File: config.mk
export PLATFORM = sky130hd
export DESIGN_NAME = lru_fifo_frame_order_tracker
export DESIGN_NICKNAME = d
export VERILOG_FILES = /design/src/design/lfot_pkg.sv /design/src/design/lfot_ram.sv /design/src/design/lru_fifo_frame_order_tracker.sv
export SDC_FILE = /design/constraint.sdc
export NUM_CORES = 1
export LEC_CHECK = 0
export ABC_AREA = 1
export BUFFER_PORTS_ARGS = -buffer_cell sky130_fd_sc_hd__buf_4
export CELL_PAD_IN_SITES_DETAIL_PLACEMENT = 0
export CELL_PAD_IN_SITES_GLOBAL_PLACEMENT = 2
export CORE_ASPECT_RATIO = 1.2
export CORE_MARGIN = 1
export CORE_UTILIZATION = 41
export CTS_BUF_LIST = sky130_fd_sc_hd__clkbuf_8
export CTS_CLUSTER_DIAMETER = 80
export DETAILED_ROUTE_END_ITERATION = 10
export HOLD_SLACK_MARGIN = 0.05
export PLACE_DENSITY_LB_ADDON = 0.1
export SYNTH_ARGS = -nofsm -noshare
export SYNTH_HDL_FRONTEND = slang
export SYNTH_SLANG_ARGS = --single-unit
File: constraint.sdc
create_clock -name clk -period 3 [get_ports clk]
set_input_delay 0.6 -clock clk [delete_from_list [all_inputs] [get_ports clk]]
set_output_delay 0.6 -clock clk [all_outputs]
set_load 0.01 [all_outputs]
File: src/design/lfot_pkg.sv
// Shared operation and status codes for the frame order tracker.
`timescale 1ns / 1ps
`default_nettype none

package lfot_pkg;

  // Operation codes carried by an input transaction.
  typedef enum logic [1:0] {
    OP_INSERT  = 2'd0,
    OP_LOOKUP  = 2'd1,
    OP_TOUCH   = 2'd2,
    OP_REFETCH = 2'd3
  } op_t;

  // Status codes reported with every result transaction.
  typedef enum logic [1:0] {
    ST_OK       = 2'd0,
    ST_EMPTY    = 2'd1,
    ST_FULL     = 2'd2,
    ST_NOTFOUND = 2'd3
  } status_t;

  localparam int unsigned CFG_W    = 5;
  localparam int unsigned PAGE_W   = 32;
  localparam int unsigned FIDX_W   = 4;
  localparam int unsigned FCOUNT_W = 5;

endpackage

`default_nettype wire

File: src/design/lfot_ram.sv
// Generic simple dual-port RAM with one write port and one registered read port.
`timescale 1ns / 1ps
`default_nettype none

module lfot_ram #(
  parameter int unsigned WIDTH = 8,
  parameter int unsigned DEPTH = 16
) (
  input  wire logic                     clk,
  input  wire logic                     we,
  input  wire logic [$clog2(DEPTH)-1:0] waddr,
  input  wire logic [WIDTH-1:0]         wdata,
  input  wire logic [$clog2(DEPTH)-1:0] raddr,
  output logic      [WIDTH-1:0]         rdata
);

  logic [WIDTH-1:0] mem_r [DEPTH];

  // Write port and registered read port; the read returns the old contents on a collision.
  always_ff @(posedge clk) begin
    if (we) begin
      mem_r[waddr] <= wdata;
    end
    rdata <= mem_r[raddr];
  end

endmodule

`default_nettype wire

File: src/design/lru_fifo_frame_order_tracker.sv
// An insert passes through the insert, head and response states before its result loads.
// A lookup, touch or refetch scans up to n entries, n being the fill count, since one shared
// comparator walks the order or page RAM one entry a cycle; a found move then writes the tail.
// One transaction at a time, taken the cycle after the result loads even while it waits.
// Synchronous reset (rst_n low) clears the fill count, sequencer and output valid, sets the
// capacity to 16; RAMs are not cleared.
`timescale 1ns / 1ps
`default_nettype none

module lru_fifo_frame_order_tracker #(
  parameter int unsigned MAX_FRAMES = 16
) (
  input  wire logic                    clk,
  input  wire logic                    rst_n,
  // Configuration write channel
  input  wire logic                    cfg_valid,
  output logic                         cfg_ready,
  input  wire logic [4:0]              cfg_frames_in_use,
  // Input channel
  input  wire logic                    in_valid,
  output logic                         in_ready,
  input  wire lfot_pkg::op_t           in_operation,
  input  wire logic signed [31:0]      in_page_number,
  input  wire logic [3:0]              in_frame_index,
  // Result channel
  output logic                         out_valid,
  input  wire logic                    out_ready,
  output lfot_pkg::status_t            out_status,
  output logic [3:0]                   out_found_frame,
  output logic [3:0]                   out_lru_victim,
  output logic [3:0]                   out_fifo_oldest,
  output logic [4:0]                   out_frame_count
);

  import lfot_pkg::*;

  localparam int unsigned IDX_W = $clog2(MAX_FRAMES);
  localparam int unsigned CNT_W = $clog2(MAX_FRAMES + 1);
  localparam int unsigned CMP_W = (CNT_W > CFG_W) ? CNT_W : CFG_W;

  typedef enum logic [2:0] {
    S_IDLE,
    S_INS,
    S_SCAN,
    S_TAIL,
    S_HEAD,
    S_RESP
  } state_t;

  // Registers and their next values
  state_t                state_r,      state_nxt;
  op_t                   op_r,         op_nxt;
  logic [PAGE_W-1:0]     key_r,        key_nxt;
  logic [FIDX_W-1:0]     fidx_r,       fidx_nxt;
  logic [CNT_W-1:0]      rd_k_r,       rd_k_nxt;
  logic                  pv_r,         pv_nxt;
  logic [IDX_W-1:0]      pk_r,         pk_nxt;
  logic                  hit_r,        hit_nxt;
  logic [FIDX_W-1:0]     found_r,      found_nxt;
  status_t               status_r,     status_nxt;
  logic [CNT_W-1:0]      filled_r,     filled_nxt;
  logic [CFG_W-1:0]      cap_cfg_r,    cap_cfg_nxt;
  logic                  out_valid_r,  out_valid_nxt;
  status_t               out_status_r, out_status_nxt;
  logic [FIDX_W-1:0]     out_found_r,  out_found_nxt;
  logic [FIDX_W-1:0]     out_lru_r,    out_lru_nxt;
  logic [FIDX_W-1:0]     out_fifo_r,   out_fifo_nxt;
  logic [FCOUNT_W-1:0]   out_count_r,  out_count_nxt;

  // RAM ports
  logic                  pg_we, lru_we, fifo_we;
  logic [IDX_W-1:0]      pg_waddr, lru_waddr, fifo_waddr;
  logic [PAGE_W-1:0]     pg_wdata;
  logic [IDX_W-1:0]      lru_wdata, fifo_wdata;
  logic [IDX_W-1:0]      rd_addr;
  logic [PAGE_W-1:0]     pg_rdata;
  logic [IDX_W-1:0]      lru_rdata, fifo_rdata;

  // Shared compare unit and scan control
  logic [IDX_W-1:0]      ord_rdata;
  logic [PAGE_W-1:0]     cmp_data;
  logic                  cmp_eq;
  logic                  scan_more;
  logic                  lookup_stop;
  logic [CMP_W-1:0]      cap_eff;
  logic                  pool_full;

  lfot_ram #(.WIDTH(PAGE_W), .DEPTH(MAX_FRAMES)) u_page_ram (
    .clk   (clk),
    .we    (pg_we),
    .waddr (pg_waddr),
    .wdata (pg_wdata),
    .raddr (rd_addr),
    .rdata (pg_rdata)
  );

  lfot_ram #(.WIDTH(IDX_W), .DEPTH(MAX_FRAMES)) u_lru_ram (
    .clk   (clk),
    .we    (lru_we),
    .waddr (lru_waddr),
    .wdata (lru_wdata),
    .raddr (rd_addr),
    .rdata (lru_rdata)
  );

  lfot_ram #(.WIDTH(IDX_W), .DEPTH(MAX_FRAMES)) u_fifo_ram (
    .clk   (clk),
    .we    (fifo_we),
    .waddr (fifo_waddr),
    .wdata (fifo_wdata),
    .raddr (rd_addr),
    .rdata (fifo_rdata)
  );

  // Handshake outputs
  assign cfg_ready       = 1'b1;
  assign in_ready        = (state_r == S_IDLE);
  assign out_valid       = out_valid_r;
  assign out_status      = out_status_r;
  assign out_found_frame = out_found_r;
  assign out_lru_victim  = out_lru_r;
  assign out_fifo_oldest = out_fifo_r;
  assign out_frame_count = out_count_r;

  // Effective capacity: zero acts as one, values above the pool size are clamped.
  always_comb begin
    if (cap_cfg_r == '0) begin
      cap_eff = CMP_W'(1);
    end else if (CMP_W'(cap_cfg_r) > CMP_W'(MAX_FRAMES)) begin
      cap_eff = CMP_W'(MAX_FRAMES);
    end else begin
      cap_eff = CMP_W'(cap_cfg_r);
    end
  end
  assign pool_full = (CMP_W'(filled_r) >= cap_eff);

  // Reads walk the scan counter; the head states read entry zero of both order lists.
  assign rd_addr = ((state_r == S_HEAD) || (state_r == S_RESP)) ? '0 : rd_k_r[IDX_W-1:0];

  // The comparator sees the page RAM for lookups and the selected order list otherwise.
  assign ord_rdata = (op_r == OP_TOUCH) ? lru_rdata : fifo_rdata;
  assign cmp_data  = (op_r == OP_LOOKUP) ? pg_rdata : PAGE_W'(ord_rdata);
  assign cmp_eq    = (cmp_data == key_r);
  assign scan_more = (rd_k_r < filled_r);

  // Sequencer next-state logic
  always_comb begin
    state_nxt      = state_r;
    op_nxt         = op_r;
    key_nxt        = key_r;
    fidx_nxt       = fidx_r;
    rd_k_nxt       = rd_k_r;
    pv_nxt         = pv_r;
    pk_nxt         = pk_r;
    hit_nxt        = hit_r;
    found_nxt      = found_r;
    status_nxt     = status_r;
    filled_nxt     = filled_r;
    cap_cfg_nxt    = cap_cfg_r;
    out_valid_nxt  = out_valid_r;
    out_status_nxt = out_status_r;
    out_found_nxt  = out_found_r;
    out_lru_nxt    = out_lru_r;
    out_fifo_nxt   = out_fifo_r;
    out_count_nxt  = out_count_r;
    lookup_stop    = 1'b0;

    pg_we      = 1'b0;
    lru_we     = 1'b0;
    fifo_we    = 1'b0;
    pg_waddr   = filled_r[IDX_W-1:0];
    pg_wdata   = key_r;
    lru_waddr  = filled_r[IDX_W-1:0];
    lru_wdata  = filled_r[IDX_W-1:0];
    fifo_waddr = filled_r[IDX_W-1:0];
    fifo_wdata = filled_r[IDX_W-1:0];

    if (cfg_valid && cfg_ready) begin
      cap_cfg_nxt = cfg_frames_in_use;
    end

    // A taken result frees the output register.
    if (out_valid_r && out_ready) begin
      out_valid_nxt = 1'b0;
    end

    case (state_r)
      S_IDLE: begin
        if (in_valid) begin
          op_nxt    = in_operation;
          fidx_nxt  = in_frame_index;
          rd_k_nxt  = '0;
          pv_nxt    = 1'b0;
          hit_nxt   = 1'b0;
          found_nxt = '0;
          case (in_operation)
            OP_INSERT: begin
              key_nxt    = in_page_number;
              status_nxt = ST_OK;
              state_nxt  = S_INS;
            end
            OP_LOOKUP: begin
              key_nxt    = in_page_number;
              status_nxt = ST_NOTFOUND;
              state_nxt  = S_SCAN;
            end
            default: begin
              key_nxt   = PAGE_W'(in_frame_index);
              found_nxt = in_frame_index;
              if (filled_r == '0) begin
                status_nxt = ST_EMPTY;
                state_nxt  = S_HEAD;
              end else begin
                status_nxt = ST_OK;
                state_nxt  = S_SCAN;
              end
            end
          endcase
        end
      end

      // Append the new frame to the page table and both order lists.
      S_INS: begin
        if (pool_full) begin
          status_nxt = ST_FULL;
          found_nxt  = '0;
        end else begin
          pg_we      = 1'b1;
          lru_we     = 1'b1;
          fifo_we    = 1'b1;
          found_nxt  = FIDX_W'(filled_r);
          filled_nxt = filled_r + 1'b1;
        end
        state_nxt = S_HEAD;
      end

      // One entry per cycle: compare, and for moves shift later entries down by one.
      S_SCAN: begin
        if (pv_r && cmp_eq && !hit_r) begin
          hit_nxt = 1'b1;
          if (op_r == OP_LOOKUP) begin
            found_nxt   = FIDX_W'(pk_r);
            status_nxt  = ST_OK;
            lookup_stop = 1'b1;
          end
        end
        if (pv_r && hit_r && (op_r != OP_LOOKUP)) begin
          if (op_r == OP_TOUCH) begin
            lru_we    = 1'b1;
            lru_waddr = IDX_W'(pk_r - 1'b1);
            lru_wdata = ord_rdata;
          end else begin
            fifo_we    = 1'b1;
            fifo_waddr = IDX_W'(pk_r - 1'b1);
            fifo_wdata = ord_rdata;
          end
        end
        if (scan_more && !lookup_stop) begin
          rd_k_nxt = rd_k_r + 1'b1;
          pv_nxt   = 1'b1;
          pk_nxt   = rd_k_r[IDX_W-1:0];
        end else begin
          pv_nxt = 1'b0;
        end
        if (!scan_more || lookup_stop) begin
          if ((op_r != OP_LOOKUP) && hit_nxt) begin
            state_nxt = S_TAIL;
          end else begin
            state_nxt = S_HEAD;
          end
        end
      end

      // Place the moved frame at the tail of its list.
      S_TAIL: begin
        if (op_r == OP_TOUCH) begin
          lru_we    = 1'b1;
          lru_waddr = IDX_W'(filled_r - 1'b1);
          lru_wdata = IDX_W'(fidx_r);
        end else begin
          fifo_we    = 1'b1;
          fifo_waddr = IDX_W'(filled_r - 1'b1);
          fifo_wdata = IDX_W'(fidx_r);
        end
        state_nxt = S_HEAD;
      end

      S_HEAD: begin
        state_nxt = S_RESP;
      end

      // Load the result register once it is free.
      S_RESP: begin
        if (!out_valid_r || out_ready) begin
          out_valid_nxt  = 1'b1;
          out_status_nxt = status_r;
          out_found_nxt  = found_r;
          out_lru_nxt    = (filled_r != '0) ? FIDX_W'(lru_rdata) : '0;
          out_fifo_nxt   = (filled_r != '0) ? FIDX_W'(fifo_rdata) : '0;
          out_count_nxt  = FCOUNT_W'(filled_r);
          state_nxt      = S_IDLE;
        end
      end

      default: begin
        state_nxt = S_IDLE;
      end
    endcase
  end

  // State and registered outputs
  always_ff @(posedge clk) begin
    if (!rst_n) begin
      state_r     <= S_IDLE;
      pv_r        <= 1'b0;
      hit_r       <= 1'b0;
      filled_r    <= '0;
      cap_cfg_r   <= CFG_W'(16);
      out_valid_r <= 1'b0;
    end else begin
      state_r     <= state_nxt;
      pv_r        <= pv_nxt;
      hit_r       <= hit_nxt;
      filled_r    <= filled_nxt;
      cap_cfg_r   <= cap_cfg_nxt;
      out_valid_r <= out_valid_nxt;
    end
    op_r         <= op_nxt;
    key_r        <= key_nxt;
    fidx_r       <= fidx_nxt;
    rd_k_r       <= rd_k_nxt;
    pk_r         <= pk_nxt;
    found_r      <= found_nxt;
    status_r     <= status_nxt;
    out_status_r <= out_status_nxt;
    out_found_r  <= out_found_nxt;
    out_lru_r    <= out_lru_nxt;
    out_fifo_r   <= out_fifo_nxt;
    out_count_r  <= out_count_nxt;
  end

  // The fill count never passes the pool size.
  assert property (@(posedge clk) disable iff (!rst_n)
    filled_r <= CNT_W'(MAX_FRAMES))
    else $error("fill count above pool size");

  // The fill count only ever grows by one.
  assert property (@(posedge clk) disable iff (!rst_n)
    (filled_r != $past(filled_r)) |-> (filled_r == CNT_W'($past(filled_r) + 1'b1)))
    else $error("fill count changed by other than one");

  // No RAM is written while the sequencer is idle.
  assert property (@(posedge clk) disable iff (!rst_n)
    (state_r == S_IDLE) |-> (!pg_we && !lru_we && !fifo_we))
    else $error("RAM write while idle");

  // A full pool reports frame zero.
  assert property (@(posedge clk) disable iff (!rst_n)
    (out_valid_r && (out_status_r == ST_FULL)) |-> (out_found_r == '0))
    else $error("full status with nonzero frame");

  // An empty pool reports zero for both victims.
  assert property (@(posedge clk) disable iff (!rst_n)
    (out_valid_r && (out_count_r == '0)) |-> ((out_lru_r == '0) && (out_fifo_r == '0)))
    else $error("empty pool with nonzero victim");

endmodule

`default_nettype wire
==> impl_metrics.yaml <==
clock_tree:
  path_clk_slew_ns: 0.06
  insertion_delay_ns: 0.79
  cts_tree: "yes"
  cts_num_sinks: 768
  numCtsBuffers: 130
  cts_root_buf: "clkbuf_8"
  clk_path_buf_depth: 3
  htree_levels: 4
power_and_ir_drop:
  peakVddDrop_mv: 0.5401
  leakagePower_nw: 13.02
  p_per_area_mw_per_mm2: 897.6
layout:
  synthToLayoutAreaGrowth_pct: 17.28
  drive_gt1_share_pct: 13.56
  finalNetCount: 2899
  finalInstanceArea_mm2: 0.03669
  mostFrequentLayoutCell: "nor2_1"
  final_cell_mix: "749 x nor2_1, 712 x edfxtp_1, 230 x nand2_1"
  postLayoutCoreUtil_pct: 48.74
  n_fill_cell: 6837
  final_cells: 3948
critical_path:
  regToRegSetupSlack_ns: -0.005
  crit_start: "op_r[0]"
  endpoint_kind: "register"
  r2r-end: "u_lru_ram.mem_r[10][1]"
  cp_data_required_time_ns: 3.44
  crit_end: "u_lru_ram.mem_r[10][1]"
  crit_arrival_ns: 3.45
  r2r_cells: 9
  r2r-start: "op_r[0]"
  start_kind: "register"
  cp_max_fo: 11
  criticalPathCategory: "register to register"
placement:
  portBuffers: 68
  gp_congestion: 0.8900
  post-place-ws_ns: -0.06988
  dp.cells: 3675
  place_area_mm2: 0.03383
  hpwl_um: 52270
global_routing:
  grt_util_all_layers_pct: 23.79
  grt_pass1_vias: 21140
  grt_max_degree: 128
  grt_first_pass_wirelength_um: 134500
  globalRouteOverflowTotal: 0
  antenna_found_initial: 2
sta:
  fin_skew_ns: 0.03784
  final.period_utilization_pct: 100.2
  fmax_ghz: 0.3327
  finalSetupViolCount: 8
  hold_violations: 0
  setup_ws_ns: -0.005347
  worstMarginPinSlew_ns: 0.8174
  period_needed_ns: 3.005
  slew_headroom_pct: 45.51
  rsz0062_at_grt: "true"
  fin_tns_setup_ns: -0.03144
  slew_viol_final: 0
floorplan:
  coreArea_mm2: 0.07528
  die-area_mm2: 0.07743
  start_util_pct: 41.56
  ioPinCount: 70
  die_h_um: 304.6
  rows: 110
  dieWidth_um: 254.2
hold_path:
  hold_class: "input port to register"
yosys:
  syn_area_mm2: 0.03129
  synth_nets: 2703
  synth_edf_count: 712
  synth_cell_types: 35
  synth-seq-cells: 768
  synth_async_sr_flop_share_pct: 0
  syn_inst: 2639
  avgSynthCellArea_um2: 11.86
  synth_ff_type: "edfxtp_1"
  yosysWarnings: 0
  synth-seq-area-share_pct: 71.92
routing:
  wl_um: 90640
  num_vias: 21140
  viasPerCell: 5.354
  wl_per_cell_um: 22.96
  ant_nets: 0
  drtIter0Drc: 1618
  drc: 0
  first_pass_iters: 5
status:
  status: "finished with violations"
  violations: "negative setup slack"
flow_run:
  drv_cap: 0
synth_stat cells, types with 3 or more instances:
master	instances	area share (%)
nor3_1	5	0.080
nand2_1	235	2.8
o311ai_0	123	3.4
nand4_1	5	0.10
xor2_1	6	0.17
o21ai_0	183	2.9
a21oi_1	29	0.46
dfxtp_1	56	3.6
inv_1	110	1.3
clkbuf_1	111	1.3
buf_1	11	0.13
o211ai_1	43	1.0
buf_4	3	0.072
or2_1	3	0.060
o32ai_1	37	1.0
nor2_1	767	9.2
nand3_1	118	1.9
buf_2	25	0.40
buf_6	3	0.11
inv_2	6	0.072
nand3b_1	9	0.22
edfxtp_1	712	68
ha_1	16	0.64
o221ai_1	6	0.17
power by group:
| part | leakage, nW | internal [mW] | total, mW | switching, mW |
|---|---|---|---|---|
| registers | 6.95 | 13.2 | 13.9 | 0.730 |
| clock network | 1.39 | 4.74 | 9.01 | 4.27 |
| logic | 4.67 | 2.99 | 10.0 | 7.01 |
per-stage QoR:
stage               total power, mW  hold WS [ns]
floorplan                     19.75        0.4003
global placement              24.13        0.4194
detailed placement            24.19        0.4179
CTS                           33.32       0.05058
global route                  34.76       0.09968
finish                        32.94        0.1301
sequential cells by signal, indices dropped and copies added, names as in the netlist, 5 cells and up:
register,count
u_page_ram.mem_r,512
filled_r,5
cap_cfg_r,5
u_page_ram.rdata,32
key_r,32
out_frame_count,5
u_fifo_ram.mem_r,64
u_lru_ram.mem_r,64
rd_k_r,5
cell type report:
type / count / area, um2 / area share, %
Clock inverter: 89 / 514.2 / 1.401
Multi-Input combinational cell: 1602 / 7876 / 21.46
Inverter: 116 / 445.4 / 1.214
Sequential cell: 768 / 22500 / 61.32
Clock buffer: 143 / 1968 / 5.364
Timing Repair Buffer: 217 / 2115 / 5.763
Tap cell: 1008 / 1261 / 3.437
Antenna cell: 5 / 12.51 / 0.03410
how the worst min path moves through the flow:
stage                        from                  to  slack (ns)  depth (start not counted)
2_1_floorplan          found_r[0]  out_found_frame[0]        0.40                          0
3_3_place_gp           found_r[1]  out_found_frame[1]        0.42                          0
3_5_place_dp           found_r[2]  out_found_frame[2]        0.42                          0
4_1_cts        in_page_number[12]           key_r[12]        0.05                          3
5_1_grt         in_page_number[8]            key_r[8]         0.1                          3
6_report                cfg_valid        cap_cfg_r[0]        0.13                          3
worst max-delay path, cell delays in order (launching register included):
cell	delay, ns
edfxtp_1	0.46
inv_2	0.11
nor2_4	0.04
inv_2	0.06
nand3_2	0.12
inv_1	0.33
a21oi_1	0.15
o21ai_1	0.59
nand3_1	0.41
nor2_1	0.40
what timing repair did:
action	CTS	global route
setup endpoints to repair	24	135
hold buffers	34	0
pin swaps	1	1
setup buffers	0	2
endpoints found under the hold margin	30	0
resized for setup	1	3
logic make-up (layout without fill, tap and decap cells):
logic type                 after synthesis  in the layout  share of synthesized area, %
and+or+nand+nor                       1152           1152                         14.62
DFF                                    768            768                         71.92
buffers and inverters                  269            565                         3.435
adders and majority gates               16             16                        0.6398
AOI/OAI and AO/OA                      426            426                         9.177
xor gates and xnor gates                 7              7                        0.1959
other                                    1              6                       0.01199
layer usage:
metal	up-vias	share of wire [%]	global-route usage [%]
li1	9869	-	-
met1	10490	43	30.44
met2	636	50	40.30
met3	143	4.8	4.279
met4	0	2.7	8.336
met5	-	0	0
Note: power is estimated with default switching activity, not from simulation.
